===== src/rtl/core/hrlc_pkg.sv =====
`timescale 1ns / 1ps

package hrlc_pkg;

  localparam logic [7:0] SpaceByte = 8'h20;
  localparam logic [7:0] SlashByte = 8'h2f;
  localparam logic [7:0] DigitZero = 8'h30;
  localparam logic [7:0] DigitOne  = 8'h31;

  // word numbers as counted from the start of the line
  localparam logic [2:0] WordNone  = 3'd0;
  localparam logic [2:0] WordGet   = 3'd1;
  localparam logic [2:0] WordUrl   = 3'd2;
  localparam logic [2:0] WordProto = 3'd3;
  localparam logic [2:0] WordMax   = 3'd4;

  localparam logic [3:0] GetLen    = 4'd3;
  localparam logic [3:0] PrefixLen = 4'd8;  // "HTTP/1." plus the minor digit
  localparam logic [3:0] PosMax    = 4'd15;
  localparam logic [8:0] UrlCntMax = 9'd256;
  localparam logic [7:0] UrlLimitRst = 8'd255;

  typedef enum logic [1:0] {
    VerdictRoot  = 2'd0,
    VerdictOther = 2'd1,
    VerdictBad   = 2'd2
  } verdict_e;

  function automatic logic [7:0] get_char(input logic [1:0] idx);
    logic [7:0] c;
    case (idx)
      2'd0:    c = 8'h47;  // G
      2'd1:    c = 8'h45;  // E
      2'd2:    c = 8'h54;  // T
      default: c = 8'h00;
    endcase
    return c;
  endfunction

  function automatic logic [7:0] prefix_char(input logic [2:0] idx);
    logic [7:0] c;
    case (idx)
      3'd0:    c = 8'h48;  // H
      3'd1:    c = 8'h54;  // T
      3'd2:    c = 8'h54;  // T
      3'd3:    c = 8'h50;  // P
      3'd4:    c = 8'h2f;  // /
      3'd5:    c = 8'h31;  // 1
      3'd6:    c = 8'h2e;  // .
      default: c = 8'h00;
    endcase
    return c;
  endfunction

endpackage


===== src/rtl/core/hrlc_line_if.sv =====
`timescale 1ns / 1ps

interface hrlc_line_if;
  logic       valid;
  logic       ready;
  logic [7:0] line_byte;
  logic       line_end;

  modport source (output valid, output line_byte, output line_end, input ready);
  modport sink   (input valid, input line_byte, input line_end, output ready);
endinterface


===== src/rtl/core/hrlc_result_if.sv =====
`timescale 1ns / 1ps

interface hrlc_result_if;
  logic       valid;
  logic       ready;
  logic [1:0] verdict;
  logic [7:0] url_length;

  modport source (output valid, output verdict, output url_length, input ready);
  modport sink   (input valid, input verdict, input url_length, output ready);
endinterface


===== src/rtl/core/hrlc_cfg_if.sv =====
`timescale 1ns / 1ps

interface hrlc_cfg_if;
  logic       valid;
  logic       ready;
  logic [7:0] url_limit;

  modport source (output valid, output url_limit, input ready);
  modport sink   (input valid, input url_limit, output ready);
endinterface


===== src/rtl/core/http_request_line_checker_core.sv =====
`timescale 1ns / 1ps
// Latency: a result appears in the cycle after the last byte of a line is taken.
// Throughput: one byte per clock; the line state and the result register update
//   in the same cycle, so the next byte is taken in the cycle a waiting result is read.
// Stall: bytes stop only while a result sits unread and the sink holds ready low.
// Reset (rst_ni low, async): line state and result valid clear, url_limit -> 255.

module http_request_line_checker_core (
  input  logic  clk_i,
  input  logic  rst_ni,
  hrlc_line_if.sink     line_i,
  hrlc_cfg_if.sink      cfg_i,
  hrlc_result_if.source result_o
);
  import hrlc_pkg::*;

  // Per-line state: the state registers act as the input stage, the
  // result register is the output stage.
  logic [2:0] word_idx_q, word_idx_d;
  logic       in_word_q, in_word_d;
  logic [3:0] pos_q, pos_d;
  logic [8:0] url_cnt_q, url_cnt_d;
  logic       url_slash_q, url_slash_d;
  logic       rej_q, rej_d;

  logic [7:0] url_limit_q;

  logic       res_valid_q;
  verdict_e   verdict_q, verdict_d;
  logic [7:0] url_len_q, url_len_d;

  logic line_acc;
  logic line_ready;

  // A closing word is bad if the method is not exactly three bytes or the
  // protocol word is shorter than the version prefix.
  function automatic logic close_bad(input logic [2:0] wi, input logic [3:0] mp);
    return ((wi == WordGet) && (mp != GetLen)) ||
           ((wi == WordProto) && (mp < PrefixLen));
  endfunction

  // Output slot frees up when empty or being drained this cycle.
  assign line_ready   = !res_valid_q || result_o.ready;
  assign line_i.ready = line_ready;
  assign line_acc     = line_i.valid && line_ready;

  assign cfg_i.ready  = 1'b1;

  always_comb begin
    logic [7:0] b;
    logic [2:0] wi;
    logic       inw;
    logic [3:0] mp;
    logic [8:0] uc;
    logic       sl;
    logic       rj;

    b  = line_i.line_byte;
    wi = word_idx_q;
    inw = in_word_q;
    mp = pos_q;
    uc = url_cnt_q;
    sl = url_slash_q;
    rj = rej_q;

    if (b == SpaceByte) begin
      if (inw) begin
        rj  = rj | close_bad(wi, mp);
        inw = 1'b0;
      end
    end else begin
      if (!inw) begin
        inw = 1'b1;
        mp  = '0;
        if (wi < WordMax) begin
          wi = wi + 3'd1;
        end
      end
      // check the byte against its position in the current word
      if (wi == WordGet) begin
        if ((mp >= GetLen) || (b != get_char(mp[1:0]))) begin
          rj = 1'b1;
        end
      end else if (wi == WordUrl) begin
        sl = (mp == '0) && (b == SlashByte);
        if (uc < UrlCntMax) begin
          uc = uc + 9'd1;
        end
      end else if (wi == WordProto) begin
        if (mp < (PrefixLen - 4'd1)) begin
          if (b != prefix_char(mp[2:0])) begin
            rj = 1'b1;
          end
        end else if (mp == (PrefixLen - 4'd1)) begin
          if ((b != DigitZero) && (b != DigitOne)) begin
            rj = 1'b1;
          end
        end
      end
      if (mp < PosMax) begin
        mp = mp + 4'd1;
      end
    end

    // line end: close any open word, then judge
    if (inw) begin
      verdict_d = VerdictOther;
      if (rj || close_bad(wi, mp) || (wi != WordProto)) begin
        verdict_d = VerdictBad;
      end else if ((uc == 9'd1) && sl && (url_limit_q != '0)) begin
        verdict_d = VerdictRoot;
      end
    end else begin
      verdict_d = VerdictOther;
      if (rj || (wi != WordProto)) begin
        verdict_d = VerdictBad;
      end else if ((uc == 9'd1) && sl && (url_limit_q != '0)) begin
        verdict_d = VerdictRoot;
      end
    end
    url_len_d = uc[8] ? 8'hff : uc[7:0];

    if (line_i.line_end) begin
      // clear for the next line
      word_idx_d  = WordNone;
      in_word_d   = 1'b0;
      pos_d       = '0;
      url_cnt_d   = '0;
      url_slash_d = 1'b0;
      rej_d       = 1'b0;
    end else begin
      word_idx_d  = wi;
      in_word_d   = inw;
      pos_d       = mp;
      url_cnt_d   = uc;
      url_slash_d = sl;
      rej_d       = rj;
    end
  end

  always_ff @(posedge clk_i or negedge rst_ni) begin
    if (!rst_ni) begin
      word_idx_q  <= WordNone;
      in_word_q   <= 1'b0;
      pos_q       <= '0;
      url_cnt_q   <= '0;
      url_slash_q <= 1'b0;
      rej_q       <= 1'b0;
    end else if (line_acc) begin
      word_idx_q  <= word_idx_d;
      in_word_q   <= in_word_d;
      pos_q       <= pos_d;
      url_cnt_q   <= url_cnt_d;
      url_slash_q <= url_slash_d;
      rej_q       <= rej_d;
    end
  end

  always_ff @(posedge clk_i or negedge rst_ni) begin
    if (!rst_ni) begin
      url_limit_q <= UrlLimitRst;
    end else if (cfg_i.valid) begin
      url_limit_q <= cfg_i.url_limit;
    end
  end

  // result register: loaded on the last byte, held until taken
  always_ff @(posedge clk_i or negedge rst_ni) begin
    if (!rst_ni) begin
      res_valid_q <= 1'b0;
    end else if (line_acc && line_i.line_end) begin
      res_valid_q <= 1'b1;
    end else if (result_o.ready) begin
      res_valid_q <= 1'b0;
    end
  end

  always_ff @(posedge clk_i) begin
    if (line_acc && line_i.line_end) begin
      verdict_q <= verdict_d;
      url_len_q <= url_len_d;
    end
  end

  assign result_o.valid      = res_valid_q;
  assign result_o.verdict    = verdict_q;
  assign result_o.url_length = url_len_q;

endmodule


===== src/flat_wrapper.sv =====
// flat-port wrapper written by rule: the top's interface ports become plain ports
module http_request_line_checker_core_flat import hrlc_pkg::*;
  (clk_i, rst_ni, line_i_valid, line_i_line_byte, line_i_line_end, line_i_ready, cfg_i_valid, cfg_i_url_limit, cfg_i_ready, result_o_valid, result_o_verdict, result_o_url_length, result_o_ready);
  hrlc_line_if line_i_i ();
  hrlc_cfg_if cfg_i_i ();
  hrlc_result_if result_o_i ();
  input  logic clk_i;
  input  logic rst_ni;
  input wire logic [$bits(line_i_i.valid)-1:0] line_i_valid;
  input wire logic [$bits(line_i_i.line_byte)-1:0] line_i_line_byte;
  input wire logic [$bits(line_i_i.line_end)-1:0] line_i_line_end;
  output wire logic [$bits(line_i_i.ready)-1:0] line_i_ready;
  input wire logic [$bits(cfg_i_i.valid)-1:0] cfg_i_valid;
  input wire logic [$bits(cfg_i_i.url_limit)-1:0] cfg_i_url_limit;
  output wire logic [$bits(cfg_i_i.ready)-1:0] cfg_i_ready;
  output wire logic [$bits(result_o_i.valid)-1:0] result_o_valid;
  output wire logic [$bits(result_o_i.verdict)-1:0] result_o_verdict;
  output wire logic [$bits(result_o_i.url_length)-1:0] result_o_url_length;
  input wire logic [$bits(result_o_i.ready)-1:0] result_o_ready;
  assign line_i_i.valid = line_i_valid;
  assign line_i_i.line_byte = line_i_line_byte;
  assign line_i_i.line_end = line_i_line_end;
  assign line_i_ready = line_i_i.ready;
  assign cfg_i_i.valid = cfg_i_valid;
  assign cfg_i_i.url_limit = cfg_i_url_limit;
  assign cfg_i_ready = cfg_i_i.ready;
  assign result_o_valid = result_o_i.valid;
  assign result_o_verdict = result_o_i.verdict;
  assign result_o_url_length = result_o_i.url_length;
  assign result_o_i.ready = result_o_ready;
  http_request_line_checker_core u_core (.clk_i(clk_i), .rst_ni(rst_ni), .line_i(line_i_i), .cfg_i(cfg_i_i), .result_o(result_o_i));
endmodule

===== config.mk =====
export PLATFORM = sky130hd
export DESIGN_NAME = http_request_line_checker_core_flat
export DESIGN_NICKNAME = d
export VERILOG_FILES = /design/src/rtl/core/hrlc_pkg.sv /design/src/rtl/core/hrlc_line_if.sv /design/src/rtl/core/hrlc_result_if.sv /design/src/rtl/core/hrlc_cfg_if.sv /design/src/rtl/core/http_request_line_checker_core.sv /design/src/flat_wrapper.sv
export SDC_FILE = /design/constraint.sdc
export NUM_CORES = 1
export LEC_CHECK = 0
export BUFFER_PORTS_ARGS = -buffer_cell sky130_fd_sc_hd__buf_2
export CORE_MARGIN = 4
export CORE_UTILIZATION = 45
export CTS_BUF_LIST = sky130_fd_sc_hd__clkbuf_2 sky130_fd_sc_hd__clkbuf_4 sky130_fd_sc_hd__clkbuf_8
export DETAILED_ROUTE_END_ITERATION = 10
export GPL_ROUTABILITY_DRIVEN = 0
export PLACE_DENSITY = 0.69
export SKIP_CTS_REPAIR_TIMING = 1
export SYNTH_ARGS = -nofsm -noshare
export SYNTH_HDL_FRONTEND = slang
export SYNTH_SLANG_ARGS = --single-unit

===== constraint.sdc =====
create_clock -name clk_i -period 9.6 [get_ports clk_i]
set_clock_uncertainty 0.15 [all_clocks]
set_input_delay 1.44 -clock clk_i [delete_from_list [all_inputs] [get_ports clk_i]]
set_output_delay 1.44 -clock clk_i [all_outputs]
set_load 0.05 [all_outputs]

==> results.yml <==
run_status:
  outcome: "complete, no violations"
worst_setup_path:
  rr_startpoint: "u_core.in_word_q"
  crit_slowest_cell: "or4_1"
  path_cells: "buf_2, or4_1, nor2_1, or2_2, nor2_1, nor2_1, o21ai_0"
  path_common_cell: "nor2_1"
  worstSetupPathType: "in -> reg"
  r2r_setup_slack_ps: 5800
  timing.rr.end: "u_core.result_o.verdict[0]"
  end_kind: "register"
  slowest_delay_ps: 630
  cp.required_ps: 9450
  cp_max_fo: 13
  worst_setup_path_start_kind: "input port"
  rr_worst_depth: 9
  crit_arrival_ps: 3850
floorplanning:
  std_cell_rows: 26
  num_io_pins: 35
  die_h_um: 82.5
  die-area_mm2: 0.00681
  core_region_area_mm2: 0.00524
  die-width_um: 82.5
  start_util_pct: 47.7
synth:
  synth_top_area_share_pct: 20.0
  synth_area_per_cell_um2: 8.98
  syn-instance-count: 278
  synth_cell_types: 53
  synth_area_mm2: 0.00250
  synth-edff-count: 10
  synth.yosys.seq_area_share_pct: 40.5
  ys_warn_count: 0
  synth_area_leader_cell: "dfrtp_1"
  synth_ff_type: "dfrtp_1"
  synthArstFlopShare_pct: 73.7
  ys_top_cells_by_area: "dfrtp_1 (20%), edfxtp_1 (12%), dfstp_2 (8.4%)"
  syn_nets: 309
  ys_ff_latch: 38
min_path:
  hp-start: "u_core.url_slash_q"
  worstHoldPathType: "reg -> reg"
  hold_depth: 2
  min_to: "u_core.url_slash_q"
power_and_ir_drop:
  power_switching_uw: 138
  pwr-share-comb_pct: 22.2
  p_int_uw: 326
  powerDensity_mw_per_mm2: 166
  p_total_uw: 464
  swShare_pct: 29.7
  p_leak_nw: 1.13
  power_frac_seq_pct: 43.0
  clkPwrFrac_pct: 34.9
  irDropWorstVdd_uv: 65.4
placement:
  numPortBuffers: 33
  hpwlAfterDp_mm: 4.07
timing:
  fin_tns_setup_ps: 0
  period_needed_ps: 3990
  hold_violations: 0
  period_share_pct: 41.6
  setup_viol: 0
  finalMaxSlewViolations: 0
  worstMarginPinSlew_ps: 967
  rsz0062_at_grt: "false"
  fmax_mhz: 250
  relSlewSlack_pct: 35.0
detailed_routing:
  wl_per_cell_um: 15.3
  ant_nets: 0
  drcViolationCount: 0
  routed_wl_mm: 5.68
  dr.pass1.iters: 5
  via_count: 2159
  first_iter_violations: 217
  viasPerCell: 5.82
global_routing:
  grt_pass1_wl_mm: 9.23
  top_usage_layer: "met2"
  use_met2_pct: 26.6
  grt_pass1_vias: 1889
  use_met3_pct: 3.25
  grt_max_degree: 29
  track_usage_pct: 17.6
  grt-ovfl-total: 0
  antenna_found_initial: 0
  met1_usage_pct: 25.8
clock_network:
  cts_tree: "built"
  cts_buffers: 5
  cts_buffer_depth: 2
  h-tree-depth: 2
  clkSinkCount: 38
  path_clk_slew_ps: 80
  clk_latency_ps: 290
  cts_root_buf: "clkbuf_8"
finish:
  syn2layout_area_growth_pct: 12.2
  multi_input_area_mm2: 0.00136
  seqCellArea_mm2: 0.00101
  fin_nets: 331
  final_cell_mix: "nand2_1 (34), buf_2 (33), o21ai_0 (25), dfrtp_1 (20), nor2_1 (18)"
  fillers: 475
  drive_gt1_share_pct: 21.3
  layout_commonest_cell: "nand2_1"
  diodes: 0
run:
  maxCapViolCount: 0
power by group through the flow:
stage	combinational (mW)	sequential [mW]	clock, mW
after global routing	0.114	0.202	0.171
final	0.103	0.199	0.162
after floorplan	0.0784	0.200	0
after global placement	0.0996	0.201	0
after CTS	0.102	0.199	0.163
after detailed placement	0.102	0.202	0
worst max-delay path, delay by kind of cell:
kind / cells / cell delay, ps
simple gates: 5 / 2030
compound gates: 1 / 230
buf+inv: 1 / 130
logic make-up after synthesis:
logic type / after synthesis / share of synthesized area, %
multiplexers: 9 / 4.01
AO/OA/AOI/OAI: 71 / 19.1
XOR/XNOR: 12 / 4.21
buffers and inverters: 30 / 5.01
adder cells (fa/ha/maj): 9 / 4.51
flip-flops: 38 / 40.5
AND/OR/NAND/NOR: 108 / 22.5
other: 1 / 0.150
registers in the layout, indices dropped and copies added (netlist names):
name,cells
u_core.pos_q,4
u_core.result_o.valid,1
u_core.url_slash_q,1
u_core.url_cnt_q,9
u_core.result_o.verdict,2
u_core.url_limit_q,8
u_core.rej_q,1
u_core.result_o.url_length,8
u_core.in_word_q,1
u_core.word_idx_q,3
worst max-delay path by stage:
stage / from / to / slack (ps) / depth (start not counted)
finish: line_i_line_byte[1] / u_core.result_o.url_length[1] / 5610 / 7
global route: line_i_line_byte[1] / u_core.result_o.url_length[1] / 5410 / 7
CTS: line_i_line_byte[1] / u_core.result_o.url_length[1] / 5660 / 7
detailed placement: line_i_line_byte[1] / u_core.result_o.url_length[1] / 5350 / 7
global placement: line_i_line_byte[1] / u_core.result_o.verdict[0] / 5440 / 8
floorplan: line_i_line_byte[1] / u_core.result_o.verdict[0] / 5990 / 7
per-layer routing:
metal	share of wire [%]	up-vias	wire, um
li1	-	1069	-
met4	1.2	0	66
met3	7.4	7	418
met1	47	1005	2700
met5	0	-	0
met2	44	78	2500
synthesized netlist by cell type (all sizes together) (6+ instances only):
cell type,number
inv,12
nand2,35
dfrtp,20
nor4,10
mux2,8
clkbuf,13
dfstp,8
o21ai,27
a21oi,8
edfxtp,10
a31oi,6
xnor2,7
nand3,8
nor3,10
nor2,18
ha,9
through the flow:
stage | std cells | area [um^2] | util, % | setup slack (ps) | hold slack (ps)
finish | 371 | 2800 | 53.5 | 5610 | 366
global route | 371 | 2800 | 53.5 | 5410 | 411
floorplan | 278 | 2500 | - | 5990 | 322
CTS | 371 | 2800 | 53.5 | 5660 | 373
detailed placement | 363 | 2670 | 51.0 | 5350 | 358
global placement | 363 | 2670 | 51.0 | 5440 | 344
cell type report:
type | count | area share [%]
inverters | 12 | 1.61
multi-input cells | 210 | 48.6
well taps | 70 | 3.12
clock buffers | 5 | 2.46
clock inverters | 3 | 2.28
repair buffers | 33 | 5.89
flip-flops and latches | 38 | 36.1
Power figures use the tool's default switching activity.
